**src/hw/rtl/chacha_pkg.sv**
```systemverilog
`timescale 1ns / 1ps
// Shared types and constants for the ChaCha block keystream generator.
// No dependencies.
package chacha_pkg;

    typedef logic [31:0] word_t;
    typedef word_t [15:0] state_t;

    localparam int ROUND_COUNT_DEF = 20;
    localparam int CHUNK_COUNT     = 8;
    localparam int CHUNK_IDX_W     = $clog2(CHUNK_COUNT);

    // "expand 32-byte k"
    localparam word_t [3:0] SIGMA = {
        32'h6b206574, 32'h79622d32, 32'h3320646e, 32'h61707865
    };

    typedef struct packed {
        logic busy;
        logic done;
    } core_status_t;

endpackage

```
**src/hw/rtl/chacha_if.sv**
```systemverilog
`timescale 1ns / 1ps
// Valid/ready channel interfaces: key/nonce request words and keystream words.
// No dependencies.
interface chacha_req_if;
    logic        valid;
    logic        ready;
    logic [63:0] key_part0;
    logic [63:0] key_part1;
    logic [63:0] key_part2;
    logic [63:0] key_part3;
    logic [63:0] nonce_low;
    logic [63:0] nonce_high;

    modport source (
        output valid, key_part0, key_part1, key_part2, key_part3, nonce_low, nonce_high,
        input  ready
    );
    modport sink (
        input  valid, key_part0, key_part1, key_part2, key_part3, nonce_low, nonce_high,
        output ready
    );
endinterface

interface chacha_ks_if;
    logic        valid;
    logic        ready;
    logic [63:0] stream_chunk;
    logic        chunk_last;

    modport source (
        output valid, stream_chunk, chunk_last,
        input  ready
    );
    modport sink (
        input  valid, stream_chunk, chunk_last,
        output ready
    );
endinterface

```
**src/hw/rtl/chacha20_block_keystream_top.sv**
```systemverilog
`timescale 1ns / 1ps
// ChaCha block keystream generator top: request capture, core control and
// keystream word output. Depends on chacha_pkg, chacha_if and chacha_core.
//
//  channel    dir   payload                                      handshake
//  request    sink  key_part0..3, nonce_low, nonce_high (64 b)   valid/ready
//  keystream  src   stream_chunk (64 b), chunk_last              valid/ready
//
// One block takes an accept cycle, 2*ROUND_COUNT round steps (half a
// quarter-round per lane per cycle in four shared lanes), an add cycle
// and a done handoff cycle, then 8 keystream words.
// request.ready is high only while no block is in flight.
// Keystream stalls hold the current word; reset returns to idle at once.
module chacha20_block_keystream_top
    import chacha_pkg::*;
#(
    parameter int ROUND_COUNT = ROUND_COUNT_DEF
)
(
    input  logic          clk,
    input  logic          rst_n,
    chacha_req_if.sink    request,
    chacha_ks_if.source   keystream
);

    typedef enum logic [1:0] {
        S_IDLE,
        S_RUN,
        S_EMIT
    } top_state_t;

    top_state_t             state_reg;
    logic [CHUNK_IDX_W-1:0] chunk_idx_reg;

    logic         accept;
    state_t       init_state;
    state_t       result;
    core_status_t status;

    assign accept = request.valid && request.ready;

    assign init_state = {
        request.nonce_high, request.nonce_low,
        request.key_part3, request.key_part2, request.key_part1, request.key_part0,
        SIGMA
    };

    chacha_core #(
        .ROUND_COUNT (ROUND_COUNT)
    ) u_core (
        .clk        (clk),
        .rst_n      (rst_n),
        .start      (accept),
        .init_state (init_state),
        .result     (result),
        .status     (status)
    );

    always_ff @(posedge clk or negedge rst_n)
    begin
        if (!rst_n)
        begin
            state_reg     <= S_IDLE;
            chunk_idx_reg <= '0;
        end
        else
        begin
            unique case (state_reg)
                S_IDLE:
                begin
                    if (accept)
                    begin
                        state_reg <= S_RUN;
                    end
                end
                S_RUN:
                begin
                    if (status.done)
                    begin
                        state_reg     <= S_EMIT;
                        chunk_idx_reg <= '0;
                    end
                end
                S_EMIT:
                begin
                    if (keystream.ready)
                    begin
                        chunk_idx_reg <= chunk_idx_reg + 1'b1;
                        if (chunk_idx_reg == CHUNK_IDX_W'(CHUNK_COUNT - 1))
                        begin
                            state_reg <= S_IDLE;
                        end
                    end
                end
                default:
                begin
                    state_reg <= S_IDLE;
                end
            endcase
        end
    end

    assign request.ready          = (state_reg == S_IDLE) && !status.busy;
    assign keystream.valid        = (state_reg == S_EMIT);
    assign keystream.stream_chunk = {result[{chunk_idx_reg, 1'b1}], result[{chunk_idx_reg, 1'b0}]};
    assign keystream.chunk_last   = (chunk_idx_reg == CHUNK_IDX_W'(CHUNK_COUNT - 1));

endmodule

```
**src/hw/rtl/chacha_qr_half.sv**
```systemverilog
`timescale 1ns / 1ps
// Half of a ChaCha quarter-round: two add/xor/rotate steps.
// Depends on chacha_pkg.
module chacha_qr_half
    import chacha_pkg::*;
(
    input  logic  second,
    input  word_t a,
    input  word_t b,
    input  word_t c,
    input  word_t d,
    output word_t a_out,
    output word_t b_out,
    output word_t c_out,
    output word_t d_out
);

    word_t a1;
    word_t d1;
    word_t d2;
    word_t c1;
    word_t b1;
    word_t b2;

    always_comb
    begin
        a1 = a + b;
        d1 = d ^ a1;
        d2 = second ? {d1[23:0], d1[31:24]} : {d1[15:0], d1[31:16]};
        c1 = c + d2;
        b1 = b ^ c1;
        b2 = second ? {b1[24:0], b1[31:25]} : {b1[19:0], b1[31:20]};
    end

    assign a_out = a1;
    assign b_out = b2;
    assign c_out = c1;
    assign d_out = d2;

endmodule

```
**src/hw/rtl/chacha_core.sv**
```systemverilog
`timescale 1ns / 1ps
// ChaCha round sequencer: four half quarter-round lanes reused every cycle,
// then the feed-forward add. Depends on chacha_pkg and chacha_qr_half.
module chacha_core
    import chacha_pkg::*;
#(
    parameter int ROUND_COUNT = ROUND_COUNT_DEF
)
(
    input  logic         clk,
    input  logic         rst_n,
    input  logic         start,
    input  state_t       init_state,
    output state_t       result,
    output core_status_t status
);

    localparam int STEP_COUNT = 2 * ROUND_COUNT;
    localparam int STEP_W     = $clog2(STEP_COUNT);
    localparam logic [STEP_W-1:0] STEP_LAST = STEP_W'(STEP_COUNT - 1);

    typedef enum logic [1:0] {
        C_IDLE,
        C_ROUND,
        C_ADD
    } core_state_t;

    core_state_t       state_reg;
    logic [STEP_W-1:0] step_reg;
    logic              done_reg;
    state_t            w_reg;
    state_t            init_reg;

    word_t [3:0] lane_a;
    word_t [3:0] lane_b;
    word_t [3:0] lane_c;
    word_t [3:0] lane_d;
    word_t [3:0] out_a;
    word_t [3:0] out_b;
    word_t [3:0] out_c;
    word_t [3:0] out_d;
    state_t      round_next;
    state_t      sum_next;
    logic        diag;

    assign diag = step_reg[1];

    always_comb
    begin
        for (int j = 0; j < 4; j++)
        begin
            lane_a[j] = w_reg[j];
            lane_b[j] = diag ? w_reg[4 + ((j + 1) & 3)] : w_reg[4 + j];
            lane_c[j] = diag ? w_reg[8 + ((j + 2) & 3)] : w_reg[8 + j];
            lane_d[j] = diag ? w_reg[12 + ((j + 3) & 3)] : w_reg[12 + j];
        end
    end

    for (genvar g = 0; g < 4; g++)
    begin : g_lane
        chacha_qr_half u_qr (
            .second (step_reg[0]),
            .a      (lane_a[g]),
            .b      (lane_b[g]),
            .c      (lane_c[g]),
            .d      (lane_d[g]),
            .a_out  (out_a[g]),
            .b_out  (out_b[g]),
            .c_out  (out_c[g]),
            .d_out  (out_d[g])
        );
    end

    always_comb
    begin
        for (int k = 0; k < 4; k++)
        begin
            round_next[k]      = out_a[k];
            round_next[4 + k]  = diag ? out_b[(k + 3) & 3] : out_b[k];
            round_next[8 + k]  = diag ? out_c[(k + 2) & 3] : out_c[k];
            round_next[12 + k] = diag ? out_d[(k + 1) & 3] : out_d[k];
        end
        for (int k = 0; k < 16; k++)
        begin
            sum_next[k] = w_reg[k] + init_reg[k];
        end
    end

    always_ff @(posedge clk or negedge rst_n)
    begin
        if (!rst_n)
        begin
            state_reg <= C_IDLE;
            step_reg  <= '0;
            done_reg  <= 1'b0;
        end
        else
        begin
            done_reg <= 1'b0;
            unique case (state_reg)
                C_IDLE:
                begin
                    if (start)
                    begin
                        state_reg <= C_ROUND;
                        step_reg  <= '0;
                    end
                end
                C_ROUND:
                begin
                    step_reg <= step_reg + 1'b1;
                    if (step_reg == STEP_LAST)
                    begin
                        state_reg <= C_ADD;
                    end
                end
                C_ADD:
                begin
                    state_reg <= C_IDLE;
                    done_reg  <= 1'b1;
                end
                default:
                begin
                    state_reg <= C_IDLE;
                end
            endcase
        end
    end

    always_ff @(posedge clk)
    begin
        if (state_reg == C_IDLE && start)
        begin
            w_reg    <= init_state;
            init_reg <= init_state;
        end
        else if (state_reg == C_ROUND)
        begin
            w_reg <= round_next;
        end
        else if (state_reg == C_ADD)
        begin
            w_reg <= sum_next;
        end
    end

    assign result      = w_reg;
    assign status.busy = (state_reg != C_IDLE);
    assign status.done = done_reg;

endmodule

```
**src/flat_wrapper.sv**
```systemverilog
// flat-port wrapper written by rule: the top's interface ports become plain ports
module chacha20_block_keystream_top_flat import chacha_pkg::*;
#(
    parameter int ROUND_COUNT = ROUND_COUNT_DEF
)
  (clk, rst_n, request_valid, request_key_part0, request_key_part1, request_key_part2, request_key_part3, request_nonce_low, request_nonce_high, request_ready, keystream_valid, keystream_stream_chunk, keystream_chunk_last, keystream_ready);
  chacha_req_if request_i ();
  chacha_ks_if keystream_i ();
  input  logic clk;
  input  logic rst_n;
  input wire logic [$bits(request_i.valid)-1:0] request_valid;
  input wire logic [$bits(request_i.key_part0)-1:0] request_key_part0;
  input wire logic [$bits(request_i.key_part1)-1:0] request_key_part1;
  input wire logic [$bits(request_i.key_part2)-1:0] request_key_part2;
  input wire logic [$bits(request_i.key_part3)-1:0] request_key_part3;
  input wire logic [$bits(request_i.nonce_low)-1:0] request_nonce_low;
  input wire logic [$bits(request_i.nonce_high)-1:0] request_nonce_high;
  output wire logic [$bits(request_i.ready)-1:0] request_ready;
  output wire logic [$bits(keystream_i.valid)-1:0] keystream_valid;
  output wire logic [$bits(keystream_i.stream_chunk)-1:0] keystream_stream_chunk;
  output wire logic [$bits(keystream_i.chunk_last)-1:0] keystream_chunk_last;
  input wire logic [$bits(keystream_i.ready)-1:0] keystream_ready;
  assign request_i.valid = request_valid;
  assign request_i.key_part0 = request_key_part0;
  assign request_i.key_part1 = request_key_part1;
  assign request_i.key_part2 = request_key_part2;
  assign request_i.key_part3 = request_key_part3;
  assign request_i.nonce_low = request_nonce_low;
  assign request_i.nonce_high = request_nonce_high;
  assign request_ready = request_i.ready;
  assign keystream_valid = keystream_i.valid;
  assign keystream_stream_chunk = keystream_i.stream_chunk;
  assign keystream_chunk_last = keystream_i.chunk_last;
  assign keystream_i.ready = keystream_ready;
  chacha20_block_keystream_top #(.ROUND_COUNT(ROUND_COUNT)) u_core (.clk(clk), .rst_n(rst_n), .request(request_i), .keystream(keystream_i));
endmodule
```
**config.mk**
```make
export PLATFORM = sky130hd
export DESIGN_NAME = chacha20_block_keystream_top_flat
export DESIGN_NICKNAME = d
export VERILOG_FILES = /design/src/hw/rtl/chacha_pkg.sv /design/src/hw/rtl/chacha_if.sv /design/src/hw/rtl/chacha20_block_keystream_top.sv /design/src/hw/rtl/chacha_qr_half.sv /design/src/hw/rtl/chacha_core.sv /design/src/flat_wrapper.sv
export SDC_FILE = /design/constraint.sdc
export NUM_CORES = 2
export LEC_CHECK = 0
export BUFFER_PORTS_ARGS = -buffer_cell sky130_fd_sc_hd__buf_2
export CAP_MARGIN = 25
export CORE_MARGIN = 10
export CORE_UTILIZATION = 35
export DETAILED_ROUTE_END_ITERATION = 12
export HOLD_SLACK_MARGIN = 0.15
export PLACE_DENSITY_LB_ADDON = 0.2
export SKIP_CTS_REPAIR_TIMING = 1
export SLEW_MARGIN = 20
export SYNTH_ARGS = -nofsm -noshare
export SYNTH_HDL_FRONTEND = slang
export SYNTH_SLANG_ARGS = --single-unit
```
**constraint.sdc**
```tcl
create_clock -name clk -period 30.5 [get_ports clk]
set_input_delay 3.05 -clock clk [delete_from_list [all_inputs] [get_ports clk]]
set_output_delay 3.05 -clock clk [all_outputs]
set_load 0.02 [all_outputs]
```
* Word-level counts from Yosys, hierarchy flattened *
Index checks and enable logic that the tools add are counted.
W data, S select, Z words.

cells by class
  $add $sub $neg = 26
  magnitude comparators = 2
  equal/unequal tests = 12
  multiplexer cells = 52
  bitwise logic cells = 8
  reductions and logical operators = 15

operators with widths
  cell                      count
  $mux W512                 3
  $mux W32                  34
  $add A32 B32 Y32          20
  $xor A32 B32 Y32          8
  $bmux W32 S3              2
  $add A32 B31 Y32 const B  3
  $add A32 B30 Y32 const B  1
  $pmux W6 S2               1
  $lt A4 B5 Y1 const B      2
  $mux W2                   5
  $reduce_bool A2 Y1        4
  $add A6 B1 Y6 const B     1
  $eq A6 B6 Y1 const B      1
  $mux W3                   2
  $mux W6                   1
  $ne A2 B1 Y1 const B      3
  $ne A2 B2 Y1 const B      3
  $pmux W2 S3               1
  $pmux W3 S2               1
  $eq A2 B1 Y1 const B      2
  $eq A2 B2 Y1 const B      2
  $logic_not A2 Y1          2
  $pmux W2 S2               1
  $reduce_and A2 Y1         2
  8 further kinds           10

word-level totals
  register bits = 910
  bits of input ports = 388
  output and inout port bits = 67

* Depth between registers and ports, before layout *
  depth after elaboration = 10
  mapped depth = 43
  gate-level depth less buffers = 31

* Cells and area by module *
Synthesis repeated with hierarchy kept, for this count alone.

second synthesis, totals
  cells, all modules = 10,122
  area total of the unflattened synthesis = 95,753.1 um^2

by module, submodules not included
  module                                             times used  cells an instance  area each (um^2)  seq. area each (um^2)
  chacha_core                                        1           7,182              72,796.1          30,974.7
  chacha_qr_half (u_core.u_core.g_lane[0].u_qr ...)  3           672                4,737.0           0.0
  chacha_qr_half (u_core.u_core.g_lane[1].u_qr)      1           662                4,638.2           0.0
  chacha20_block_keystream_top                       1           262                4,107.7           125.1

* Worst setup path before layout *
No wires, ideal clock.

  path kind = input to register
  start point = input request_valid
  end point = register u_core.u_core.init_reg[128] (netlist name) (enable)
  setup time = 0.899 ns
  arrival time = 14.513 ns
  required time = 29.601 ns
  setup slack = 15.089 ns
  stages = 6
  path through = nand2_1 -> inv_1 -> buf_4 -> clkbuf_1 -> buf_1 -> clkbuf_1

between the ends
  word-level cells in the longest chain between the ends = 2

ends and longest elaborated chain
  item                  line                                text
  from (decl)           flat_wrapper.sv:11                  input wire logic [$bits(request_i.valid)-1:0] request_valid;
  $logic_and A1 B1 Y1   chacha20_block_keystream_top.sv:40  assign accept = request.valid && request.ready;
  $logic_and A1 B1 Y1   chacha_core.sv:132                  if (state_reg == C_IDLE && start)
  to (signal assigned)  chacha_core.sv:135                  init_reg <= init_state;
  to (decl)             chacha_core.sv:32                   state_t init_reg;

Every way passes these cells.
A chain may end at the register's enable or synchronous reset.

* Worst setup path after layout *
  start point = register u_core.u_core.step_reg[1]
  end point = register u_core.u_core.w_reg, in the netlist u_core.u_core.result[191], data pin

between the ends
  word-level cells in the longest chain between the ends = 10

ends and longest elaborated chain
  item                    line                  text
  from (decl)             chacha_core.sv:29     logic [STEP_W-1:0] step_reg;
  from (signal assigned)  chacha_core.sv:111    step_reg <= step_reg + 1'b1;
  $mux W32                chacha_core.sv:53     lane_b[j] = diag ? w_reg[4 + ((j + 1) & 3)] : w_reg[4 + j];
  $add A32 B32 Y32        chacha_qr_half.sv:27  a1 = a + b;
  $xor A32 B32 Y32        chacha_qr_half.sv:28  d1 = d ^ a1;
  $mux W32                chacha_qr_half.sv:29  d2 = second ? {d1[23:0], d1[31:24]} : {d1[15:0], d1[31:16]};
  $add A32 B32 Y32        chacha_qr_half.sv:30  c1 = c + d2;
  $xor A32 B32 Y32        chacha_qr_half.sv:31  b1 = b ^ c1;
  $mux W32                chacha_qr_half.sv:32  b2 = second ? {b1[24:0], b1[31:25]} : {b1[19:0], b1[31:20]};
  $mux W32 (*)            chacha_core.sv:79     round_next[4 + k] = diag ? out_b[(k + 3) & 3] : out_b[k];
  $mux W512 (*)           chacha_core.sv:137    else if (state_reg == C_ROUND)
  $mux W512 (*)           chacha_core.sv:132
  to (signal assigned)    chacha_core.sv:134    w_reg <= init_state;
  to (signal assigned)    chacha_core.sv:139    w_reg <= round_next;
  to (signal assigned)    chacha_core.sv:143    w_reg <= sum_next;
  to (decl)               chacha_core.sv:31     state_t w_reg;

Mark *: on every way between the ends. The rest lies on a longest branch, timed or not.

==> impl_results.md <==
* Residual DRC count at 0
* CTS buffer count at 120
* Fin crit period at 12.28 ns
* H-tree Lvls at 3
* Final WL at 541000 um
* Cells on worst reg2reg path at 32
* Sequential area share after synthesis at 30.0%
* GR Overflow Total at 0
* Slew HR at 11.6%
* Die Wd at 517 um
* Vias in the first global route at 80544
* Final setup viols at 0
* Multi-input logic area at 57700 um^2
* Core area at 246000 um^2
* WP buf/inv at 4
* Clock Latency Late Sink at 0.86 ns
* Ys Warns at 0
* CP max FO at 115
* DIE AREA at 268000 um^2
* Post-synth ARST share at 1.54%
* Slew Viols, Final at 0
* Initial Util at 35.2%
* Setup CP Type: register to register
* Fin crit share at 40.3%
* Clock skew at 0.0788 ns
* CTS clk-pin slew, worst paths at 0.06 ns
* Post-Syn Nets at 10803
* Count leader, synth: nor2_1
* Top_reg_cell synth: edfxtp_1
* Global-route wire length before repair at 709000 um
* Synth Instances at 9780
* Yosys cell types at 137
* I/O pins at 455
* Layout cell share with drive strength beyond 1 at 14.6%
* RSZ-0062 raised after global routing: no
* Clock buffer depth at 3
* Initial antenna violation count at 61
* Filler instances at 24976
* CP required at 31.08 ns
* CP endpoint kind: register
* Most frequent CP cell: mux2i_1
* Total Nets Final at 11115
* Area leader, netlist: edfxtp_1
* IO Port Bufs at 454
* Slew @ Worst Pin at 1.32 ns
* Layout area overhead at 12.1%
* Status: complete, no violations
* Chip Height at 517 um
* Wirelength per Cell at 40.2 um
* Vias per cell at 6.44
* GP Congestion at 1.07
* Share of the synthesized area in the top cell type at 26.6%
* Highest clock rate at 81.4 MHz
* Final-report hold violation count at 0
* TritonCTS clock tree: built
* Post-DP HPWL at 443000 um
* Largest net degree at the start of global routing at 144
* Worst Path Arrival at 12.87 ns
* EDFF count, synth at 768
* Dpl cells at 13178
* Pre-antenna DRT Iters at 9
* FF+latch count, synth at 910
* Initial DRC count at 12608
* Final Instance Count excl. Fillers at 13441
* Largest register FFs at 508
* WHS Path Cells at 1
* Fin Setup TNS at 0 ns
* Dominant cells by area after synthesis: edfxtp_1 (27%), ha_1 (8.9%), a21oi_1 (5.3%)
* Critical path depth at 32
* DR vias at 86577
* Max Cap Violations at 0
* Clk root buf: clkbuf_16
* Sequential cell area at 26000 um^2
* Worst Hold Class: register to register
* Sink Count at 910
* Syn Std Cell Area at 86500 um^2
* Worst path slowest cell: mux2i_1
* Maximum single-stage delay on the critical path at 0.85 ns
* Post-synth top cells: nor2_1 (1124), a21oi_1 (908), o21ai_0 (788)
* Cell Rows at 182
* Antenna-violating nets left at 0
* Syn avg cell area at 8.85 um^2
* Total Routing Usage GR at 38.6%
* Startpoint types: register
* Worst path top cell family by delay: compound AO/OA/AOI/OAI gates
[layout by cell type, fill, tap and decap left out, types with 27 or more instances in the layout]
| master | instances |
|---|---|
| nor2_1 | 1118 |
| a21oi_1 | 906 |
| o21ai_0 | 775 |
| edfxtp_1 | 768 |
| nand2_1 | 758 |
| ha_1 | 613 |
| xnor2_1 | 489 |
| buf_2 | 465 |
| mux2i_1 | 360 |
| xor2_1 | 315 |
| inv_1 | 296 |
| mux2_2 | 293 |
| a21o_1 | 214 |
| nor3_1 | 200 |
| buf_4 | 195 |
| nand3_1 | 159 |
| mux4_2 | 129 |
| dfxtp_1 | 128 |
| clkbuf_16 | 121 |
| o21a_1 | 106 |
| nand2b_1 | 92 |
| a31oi_1 | 89 |
| o211ai_1 | 89 |
| a211oi_1 | 82 |
| and3_1 | 80 |
| a22oi_1 | 76 |
| nor2b_1 | 74 |
| o22ai_1 | 73 |
| or3_1 | 71 |
| and2_1 | 51 |
| a21boi_0 | 51 |
| o21bai_1 | 50 |
| nand4_1 | 41 |
| a22o_1 | 41 |
| o31ai_1 | 38 |
| a211o_1 | 34 |
| or2_2 | 30 |
| a221oi_1 | 30 |
| diode_2 | 27 |
| o21ai_1 | 27 |
[worst register-to-register path: cells and delay by family, from the launching register on]
family | cells | cell delay [ns]
AND/OR/NAND/NOR | 4 | 1.15
XOR/XNOR | 3 | 0.98
flip-flops | 1 | 0.76
buffers and inverters | 4 | 1.25
adder cells (fa/ha/maj) | 4 | 1.56
AO/OA/AOI/OAI | 14 | 4.59
multiplexers | 3 | 1.70
[worst paths after layout]
check,start,endpoint,slack [ns]
worst min register to register,u_core.u_core.done_reg,u_core.state_reg[0],0.47
max in group asynchronous,rst_n,u_core.chunk_idx_reg[0],28.11
worst max-delay path,u_core.u_core.step_reg[1],u_core.u_core.result[191],18.22
min in group asynchronous,rst_n,u_core.u_core.step_reg[0],2.09
worst max register to register,u_core.u_core.step_reg[1],u_core.u_core.result[191],18.22
worst min-delay path,u_core.u_core.done_reg,u_core.state_reg[0],0.47
[metrics by stage]
stage | setup WS, ns | instance area (um^2) | hold WS, ns | util (%)
2_1_floorplan | 15.09 | 86500 | 0.435 | -
3_3_place_gp | 18.66 | 92500 | 0.464 | 37.6
3_5_place_dp | 18.67 | 92800 | 0.471 | 37.7
4_1_cts | 18.63 | 96700 | 0.472 | 39.3
5_1_grt | 18.33 | 97000 | 0.515 | 39.4
6_report | 18.22 | 97000 | 0.471 | 39.4
[routing by layer]
metal / track usage (%) / routed length (um)
met1: 50.9 / 219000
met2: 55.7 / 221000
met3: 8.84 / 54300
met4: 26.6 / 46400
met5: 0 / 105
[layout make-up]
cell class | instances | area share [%]
Sequential cell | 910 | 26.8
Tap cell | 3220 | 4.15
Clock buffer | 148 | 3.25
Clock inverter | 76 | 0.815
Multi-Input combinational cell | 8080 | 59.5
Timing Repair Buffer | 679 | 4.23
Antenna cell | 27 | 0.0697
Inverter | 301 | 1.19
[cells by family (layout without fill, tap and decap cells)]
group	Yosys count	after routing	share of synthesized area, %
AO/OA/AOI/OAI	3016	3016	22.0
XOR/XNOR	850	850	9.06
adder cells (fa/ha/maj)	640	640	9.41
buffers and inverters	790	1204	3.61
flip-flops	910	910	30.0
multiplexers	799	799	11.5
other	0	27	0
AND/OR/NAND/NOR	2775	2775	14.3
Power is not shown: default switching activity piles up to over one toggle a cycle in this logic, so the estimate is an artifact.
